--- config.mk ---
export PLATFORM = sky130hd
export DESIGN_NAME = sha1_block_compression_top
export DESIGN_NICKNAME = d
export VERILOG_FILES = /design/src/hdl/sha1bc_pkg.sv /design/src/hdl/sha1bc_core.sv /design/src/hdl/sha1_block_compression_top.sv
export VERILOG_INCLUDE_DIRS = /design/src /design/src/hdl
export SDC_FILE = /design/constraint.sdc
export NUM_CORES = 2
export LEC_CHECK = 0
export ABC_AREA = 1
export BUFFER_PORTS_ARGS = -buffer_cell sky130_fd_sc_hd__buf_2
export CAP_MARGIN = 10
export CORE_ASPECT_RATIO = 1.75
export CORE_UTILIZATION = 40
export DETAILED_ROUTE_END_ITERATION = 8
export PLACE_DENSITY = 0.66
export REMOVE_ABC_BUFFERS = 1
export SYNTH_ARGS = -nofsm -noshare
export SYNTH_HDL_FRONTEND = slang
export SYNTH_SLANG_ARGS = --single-unit
--- constraint.sdc ---
create_clock -name clock -period 17.7 [get_ports clock]
set_clock_uncertainty 0.2 [all_clocks]
set_input_delay 0.885 -clock clock [delete_from_list [all_inputs] [get_ports clock]]
set_output_delay 0.885 -clock clock [all_outputs]
set_load 0.02 [all_outputs]
--- src/hdl/sha1_block_compression_top_assert.svh ---
// ---------------------------------------------------------------------------
// SHA-1 block compression assertion macros
// Concurrent assertion helpers shared by the compression engine modules.
// ---------------------------------------------------------------------------
`ifndef SHA1_BLOCK_COMPRESSION_TOP_ASSERT_SVH
`define SHA1_BLOCK_COMPRESSION_TOP_ASSERT_SVH

`ifndef SYNTHESIS

// Same-cycle implication.
`define SHA1BC_ASSERT_IMPLY(label, clk, rst, ante, cons) \
   label: assert property (@(posedge clk) disable iff (rst) (ante) |-> (cons)) \
      else $error("sha1 block compression: assertion failed");

// Next-cycle implication.
`define SHA1BC_ASSERT_NEXT(label, clk, rst, ante, cons) \
   label: assert property (@(posedge clk) disable iff (rst) (ante) |=> (cons)) \
      else $error("sha1 block compression: assertion failed");

`else

`define SHA1BC_ASSERT_IMPLY(label, clk, rst, ante, cons)
`define SHA1BC_ASSERT_NEXT(label, clk, rst, ante, cons)

`endif

`endif

--- src/hdl/sha1bc_pkg.sv ---
// ---------------------------------------------------------------------------
// SHA-1 block compression package
// Types, constants and round helper functions shared by the engine modules.
// ---------------------------------------------------------------------------
package sha1bc_pkg;

   localparam int unsigned NUM_WORDS = 16;
   localparam int unsigned CV_WORDS  = 5;

   typedef logic [31:0]                word_type;
   typedef logic [CV_WORDS-1:0][31:0]  cv_type;
   typedef logic [6:0]                 round_type;
   typedef logic [3:0]                 pos_type;
   typedef logic [2:0]                 index_type;

   localparam round_type LAST_ROUND = 7'd79;
   localparam pos_type   LAST_POS   = 4'd15;
   localparam pos_type   FIRST_POS  = 4'd0;
   localparam index_type FIRST_INDEX = 3'd0;
   localparam index_type LAST_INDEX  = 3'd4;

   localparam word_type K_ROUND_0 = 32'h5A827999;
   localparam word_type K_ROUND_1 = 32'h6ED9EBA1;
   localparam word_type K_ROUND_2 = 32'h8F1BBCDC;
   localparam word_type K_ROUND_3 = 32'hCA62C1D6;

   // Element 0 is H0.
   localparam cv_type INIT_VALUE = {32'hC3D2E1F0, 32'h10325476, 32'h98BADCFE,
                                    32'hEFCDAB89, 32'h67452301};

   typedef struct packed {
      logic word_en;
      logic start;
   } core_ctrl_type;

   typedef struct packed {
      logic busy;
      logic done;
   } core_status_type;

   function automatic word_type round_func(round_type r, word_type b, word_type c,
                                           word_type d);
      word_type f;
      if (r < 7'd20) begin
         f = (b & c) | (~b & d);
      end else if (r < 7'd40) begin
         f = b ^ c ^ d;
      end else if (r < 7'd60) begin
         f = (b & c) | (b & d) | (c & d);
      end else begin
         f = b ^ c ^ d;
      end
      return f;
   endfunction

   function automatic word_type round_const(round_type r);
      word_type k;
      if (r < 7'd20) begin
         k = K_ROUND_0;
      end else if (r < 7'd40) begin
         k = K_ROUND_1;
      end else if (r < 7'd60) begin
         k = K_ROUND_2;
      end else begin
         k = K_ROUND_3;
      end
      return k;
   endfunction

endpackage

--- src/hdl/sha1bc_core.sv ---
// ---------------------------------------------------------------------------
// SHA-1 round core
// Holds the sixteen-word schedule window and the working words, and runs
// one shared round unit through the 80 rounds of each block.
// ---------------------------------------------------------------------------
`include "sha1_block_compression_top_assert.svh"

module sha1bc_core (
   input  logic                         clock,
   input  logic                         reset,
   input  sha1bc_pkg::core_ctrl_type    ctrl,
   input  sha1bc_pkg::word_type         word_in,
   input  sha1bc_pkg::cv_type           cv_start,
   output sha1bc_pkg::core_status_type  status,
   output sha1bc_pkg::cv_type           work
);
   import sha1bc_pkg::*;

   typedef enum logic {
      CORE_IDLE,
      CORE_RUN
   } core_state_type;

   core_state_type state_ff, state_in;
   round_type      round_ff, round_in;
   logic           done_ff, done_in;
   word_type       sched_ff [NUM_WORDS];
   word_type       sched_in [NUM_WORDS];
   cv_type         work_ff, work_in;

   word_type       temp;
   word_type       expand;

   always_comb begin
      temp = {work_ff[0][26:0], work_ff[0][31:27]}
           + round_func(round_ff, work_ff[1], work_ff[2], work_ff[3])
           + work_ff[4] + sched_ff[0] + round_const(round_ff);
      expand = sched_ff[13] ^ sched_ff[8] ^ sched_ff[2] ^ sched_ff[0];
      expand = {expand[30:0], expand[31]};
   end

   always_comb begin
      state_in = state_ff;
      round_in = round_ff;
      done_in  = 1'b0;
      sched_in = sched_ff;
      work_in  = work_ff;
      unique case (state_ff)
         CORE_IDLE: begin
            if (ctrl.word_en) begin
               for (int i = 0; i < NUM_WORDS - 1; i++) begin
                  sched_in[i] = sched_ff[i+1];
               end
               sched_in[NUM_WORDS-1] = word_in;
            end
            if (ctrl.start) begin
               work_in  = cv_start;
               round_in = '0;
               state_in = CORE_RUN;
            end
         end
         CORE_RUN: begin
            work_in[0] = temp;
            work_in[1] = work_ff[0];
            work_in[2] = {work_ff[1][1:0], work_ff[1][31:2]};
            work_in[3] = work_ff[2];
            work_in[4] = work_ff[3];
            // The window slides by one word; the new tail is the expanded word.
            for (int i = 0; i < NUM_WORDS - 1; i++) begin
               sched_in[i] = sched_ff[i+1];
            end
            sched_in[NUM_WORDS-1] = expand;
            round_in = round_ff + 7'd1;
            if (round_ff == LAST_ROUND) begin
               state_in = CORE_IDLE;
               done_in  = 1'b1;
            end
         end
      endcase
   end

   always_ff @(posedge clock) begin
      if (reset) begin
         state_ff <= CORE_IDLE;
         round_ff <= '0;
         done_ff  <= 1'b0;
      end else begin
         state_ff <= state_in;
         round_ff <= round_in;
         done_ff  <= done_in;
      end
   end

   always_ff @(posedge clock) begin
      sched_ff <= sched_in;
      work_ff  <= work_in;
   end

   assign status.busy = (state_ff == CORE_RUN);
   assign status.done = done_ff;
   assign work        = work_ff;

   `SHA1BC_ASSERT_IMPLY(a_round_range, clock, reset, state_ff == CORE_RUN, round_ff <= LAST_ROUND)
   `SHA1BC_ASSERT_NEXT(a_done_after_last, clock, reset,
      state_ff == CORE_RUN && round_ff == LAST_ROUND, done_ff && state_ff == CORE_IDLE)
   `SHA1BC_ASSERT_IMPLY(a_done_when_idle, clock, reset, done_ff, state_ff == CORE_IDLE)

endmodule

--- src/hdl/sha1_block_compression_top.sv ---
// ---------------------------------------------------------------------------
// SHA-1 block compression engine
// Collects padded message words sixteen to a block, compresses each block
// into the chaining value and returns the five digest words on request.
// ---------------------------------------------------------------------------
//  channel | direction | handshake        | payload
//  req     | in        | req_valid/stall  | message_word, message_start, message_end
//  rsp     | out       | rsp_valid/stall  | digest_word, digest_index, digest_last
//
// Words one to fifteen of a block are taken while req_stall is low. The
// sixteenth word starts 80 rounds on the shared round unit, one round a
// cycle; when the core signals done, the result is added into the chaining
// value. With an end flag, five digest items follow, one per cycle unless
// rsp_stall holds them. req_stall is high while rounds run or digest items
// are pending. Reset is synchronous and loads the initial hash value.
// ---------------------------------------------------------------------------
`include "sha1_block_compression_top_assert.svh"

module sha1_block_compression_top (
   input  logic                        clock,
   input  logic                        reset,
   input  logic                        req_valid,
   output logic                        req_stall,
   input  sha1bc_pkg::word_type        req_message_word,
   input  logic                        req_message_start,
   input  logic                        req_message_end,
   output logic                        rsp_valid,
   input  logic                        rsp_stall,
   output sha1bc_pkg::word_type        rsp_digest_word,
   output sha1bc_pkg::index_type       rsp_digest_index,
   output logic                        rsp_digest_last
);
   import sha1bc_pkg::*;

   typedef enum logic [1:0] {
      S_IDLE,
      S_ROUND,
      S_OUT
   } state_type;

   state_type        state_ff, state_in;
   pos_type          pos_ff, pos_in;
   logic             reload_ff, reload_in;
   logic             end_ff, end_in;
   index_type        idx_ff, idx_in;
   cv_type           cv_ff, cv_in;

   logic             req_accept;
   logic             rsp_accept;
   core_ctrl_type    core_ctrl;
   core_status_type  core_status;
   cv_type           cv_start;
   cv_type           work;

   assign req_stall  = (state_ff != S_IDLE);
   assign req_accept = req_valid && !req_stall;
   assign rsp_accept = rsp_valid && !rsp_stall;
   assign cv_start   = reload_ff ? INIT_VALUE : cv_ff;

   always_comb begin
      state_in  = state_ff;
      pos_in    = pos_ff;
      reload_in = reload_ff;
      end_in    = end_ff;
      idx_in    = idx_ff;
      cv_in     = cv_ff;
      core_ctrl = '0;
      unique case (state_ff)
         S_IDLE: begin
            if (req_accept) begin
               core_ctrl.word_en = 1'b1;
               pos_in = pos_ff + 4'd1;
               if (pos_ff == FIRST_POS && req_message_start) begin
                  reload_in = 1'b1;
               end
               if (pos_ff == LAST_POS) begin
                  core_ctrl.start = 1'b1;
                  end_in    = req_message_end;
                  reload_in = 1'b0;
                  cv_in     = cv_start;
                  state_in  = S_ROUND;
               end
            end
         end
         S_ROUND: begin
            if (core_status.done) begin
               for (int i = 0; i < CV_WORDS; i++) begin
                  cv_in[i] = cv_ff[i] + work[i];
               end
               idx_in   = FIRST_INDEX;
               state_in = end_ff ? S_OUT : S_IDLE;
            end
         end
         S_OUT: begin
            if (rsp_accept) begin
               if (idx_ff == LAST_INDEX) begin
                  state_in = S_IDLE;
               end else begin
                  idx_in = idx_ff + 3'd1;
               end
            end
         end
         default: begin
            state_in = S_IDLE;
         end
      endcase
   end

   always_ff @(posedge clock) begin
      if (reset) begin
         state_ff  <= S_IDLE;
         pos_ff    <= '0;
         reload_ff <= 1'b1;
         end_ff    <= 1'b0;
         idx_ff    <= '0;
         cv_ff     <= INIT_VALUE;
      end else begin
         state_ff  <= state_in;
         pos_ff    <= pos_in;
         reload_ff <= reload_in;
         end_ff    <= end_in;
         idx_ff    <= idx_in;
         cv_ff     <= cv_in;
      end
   end

   sha1bc_core u_core (
      .clock    (clock),
      .reset    (reset),
      .ctrl     (core_ctrl),
      .word_in  (req_message_word),
      .cv_start (cv_start),
      .status   (core_status),
      .work     (work)
   );

   assign rsp_valid        = (state_ff == S_OUT);
   assign rsp_digest_word  = cv_ff[idx_ff];
   assign rsp_digest_index = idx_ff;
   assign rsp_digest_last  = (idx_ff == LAST_INDEX);

   `SHA1BC_ASSERT_IMPLY(a_rsp_blocks_req, clock, reset, rsp_valid, req_stall)
   `SHA1BC_ASSERT_IMPLY(a_done_in_round, clock, reset, core_status.done, state_ff == S_ROUND)
   `SHA1BC_ASSERT_IMPLY(a_busy_in_round, clock, reset, core_status.busy, state_ff == S_ROUND)
   `SHA1BC_ASSERT_IMPLY(a_out_index, clock, reset, rsp_valid, idx_ff <= LAST_INDEX)

endmodule

==> reports/metrics.csv <==
metric,value,unit
crit path max-delay cell type,fa_1,
part of the cycle the worst path needs,0.406,
time the final worst path needs with I/O delays and setup,7.18,ns
per-cell routed wire length,25.3,µm
number of standard cells after synthesis,6001,
die height,472,µm
flip-flop cell with the highest count after synthesis,edfxtp_1,
buffer depth of the longest clock path,3,
Area Overhead vs Synth,9.64,%
Worst IR Drop VDD,0.0980,mV
area of the core,125000,µm²
PostCTS Resize Cnt,0,
share of flip-flops with an asynchronous set or reset after synthesis,0,
die area,128000,µm²
Total Negative Setup Slacks,0,ns
Worst Setup Start Kind,register,
CP endpoint kind,register,
global-route congestion overflow total,0,
count of hold-fix buffers inserted at cts,0,
clock latency reported for the late side of the worst-skew pair,0.72,ns
number of warnings reported in the yosys synthesis log,0,
final hold violation count,0,
Final ANT Viol Nets,0,
vias per cell,5.38,
Max Cap Viol,0,
final net count,6397,
share of the yosys chip area belonging to registers,0.470,
drt total wl,196000,µm
DRT Pass-1 Iters,6,
number of H-tree levels,3,
combined area of the multi-input logic cells,22800,µm²
starting density of the core,0.403,
setup violation total in the final timing report,0,
total power density per cell area,86.5,nW/µm²
CP max stage delay,0.50,ns
placed instance area,52600,µm²
Crit path top cell by count,nand2_1,
Rel. slew slack,0.174,
detailed-route via count,41600,
horizontal extent of the die,271,µm
highest clock frequency the design can meet,139,MHz
HPWL Detailed,151000,µm
Root Buffer,clkbuf_16,
GP Congestion,1.08,
data arrival time of the critical path,7.44,ns
Avg Inst Size Synth,8.43,µm²
type of the tightest min-delay check,register to register,
Port Buffers,75,
Final Max Slew Viols,0,
Synth cell types,50,
number of DRC markers after the initial detailed-route iteration,3498,
category of the critical setup timing path,register to register,
wire length of the first global-routing pass,280000,µm
setup repair after global routing missed its margin,false,
outcome,finished clean,
postcts setup bufs,0,
peak fanout along the critical path,37,
Least-Margin Pin Slew,1.24,ns
io pins,76,
Final Cell Area,55500,µm²
Clock transition at path regs,0.07,ns
post-route DRC violation count,0,
clock sink total,852,
TritonCTS clock tree,yes,
number of CTS-inserted buffers,83,
P_leak,0.0239,µW
flip-flop and latch count after synthesis,852,
fillers,12400,
standard-cell row count,172,
register area,23800,µm²
maximum number of pins on one net before global-route repair,205,
required time reported for the critical path endpoint,17.97,ns
antenna violations before repair,4,
combined area of all synthesized cells,50600,µm²
ratio of cells with drive above 1 in the final layout,0.0489,
global-route total usage across every layer,0.305,
via count of the first global-routing pass,42200,
number of flops mapped to enable cells by yosys,672,
==> registers in the layout (all words and copies together) (netlist names) <==
signal and count:
u_core.round_ff 7, rsp_digest_index 3, end_ff 1, u_core.done_ff 1, u_core.work 160, pos_ff 4, u_core.state_ff 1, cv_ff 160
reload_ff 1, u_core.sched_ff 512, state_ff 2
==> synthesized netlist by cell type (4+ instances only) <==
master    number  area, µm²
a21boi_0       6       45.0
a21o_1         9       67.6
a21oi_1      367       1840
a21oi_2       17        149
a31oi_1       32        200
and2_1        17        106
and3_1         5       31.3
buf_1         24       90.1
buf_2         33        165
buf_4          4       30.0
buf_6          5       56.3
clkbuf_1     125        469
dfxtp_1      180       3600
edfxtp_1     672      20200
fa_1         124       2480
ha_1         225       2820
inv_1        856       3210
inv_2          6       22.5
nand2_1     1581       5930
nand3_1      415       2080
nand3b_1      14        105
nand4_1       52        325
nor2_1       456       1710
nor3_1        60        300
o211ai_1      30        225
o21a_1         4       30.0
o21ai_0      393       1970
o21ai_1        4       20.0
o21bai_1      34        255
o221ai_1      10       87.6
o22ai_1       22        138
o31ai_1       17        128
or2_2         18        113
xnor2_1      113        990
xor2_1        48        420
==> layer usage <==
| metal | share of wire | track usage | vias up |
|---|---|---|---|
| met5 | 0 | 0 | - |
| met4 | 0.12 | 0.306 | 0 |
| met3 | 0.043 | 0.0318 | 602 |
| met2 | 0.50 | 0.536 | 1442 |
| met1 | 0.34 | 0.309 | 19800 |
| li1 | - | - | 19800 |
==> cell usage in the layout, fill, tap and decap left out, types with 52 or more instances in the layout <==
master,netlist,layout
nand2_1,1581,1580
inv_1,856,851
edfxtp_1,672,672
nor2_1,456,455
nand3_1,415,415
o21ai_0,393,393
a21oi_1,367,367
ha_1,225,225
dfxtp_1,180,177
fa_1,124,124
xnor2_1,113,113
clkbuf_16,0,84
buf_2,33,76
nor3_1,60,60
nand4_1,52,52
==> worst max-delay path, delay by kind of cell, from the launching register on <==
family	cells	cell delay (ns)
AOI/OAI and AO/OA	1	0.18
adders and majority gates	4	1.82
and+or+nand+nor	16	2.91
DFF	1	0.40
buffers and inverters	7	1.36
==> report_power, final <==
group          switching, µW  internal (µW)  total [µW]
registers               60.4           2310        2370
clock network            835           1060        1900
logic                    370            163         533
==> cells by family (layout without fill, tap and decap cells) <==
family                   after synthesis  after routing  synth area share
AND/OR/NAND/NOR                     2627           2627             0.213
buffers and inverters               1054           1132            0.0801
AO/OA/AOI/OAI                        958            958             0.104
flip-flops                           852            852             0.470
adder cells (fa/ha/maj)              349            349             0.105
XOR/XNOR                             161            161            0.0279
other                                  0              6                 0
==> through the flow <==
stage               setup slack [ns]  cells   util  hold slack, ns  power (µW)
floorplan                      -2.08   5810      -           0.200        2780
global placement               10.79   7577  0.419           0.201        2940
detailed placement             10.70   7578  0.419           0.205        2940
CTS                            10.64   7732  0.442           0.209        4850
global route                   10.34   7736  0.442           0.212        4960
finish                         10.52   7738  0.442           0.209        4800
==> final cells by class <==
| class | count | share of cell area |
|---|---|---|
| flip-flops and latches | 852 | 0.429 |
| clock buffers | 113 | 0.0409 |
| multi-input cells | 4095 | 0.411 |
| well taps | 1653 | 0.0373 |
| diodes | 6 | 0.000271 |
| clock inverters | 41 | 0.0103 |
| inverters | 863 | 0.0588 |
| repair buffers | 115 | 0.0128 |
==> final timing paths <==
path	cells past startpoint	from	slack, ns	to
worst max register to register	28	u_core.round_ff[5]	10.52	u_core.work[31]
worst min-delay path	0	u_core.sched_ff[158]	0.21	u_core.sched_ff[190]
worst min register to register	0	u_core.sched_ff[158]	0.21	u_core.sched_ff[190]
worst max-delay path	28	u_core.round_ff[5]	10.52	u_core.work[31]
Note: power is estimated with default switching activity, not from simulation.
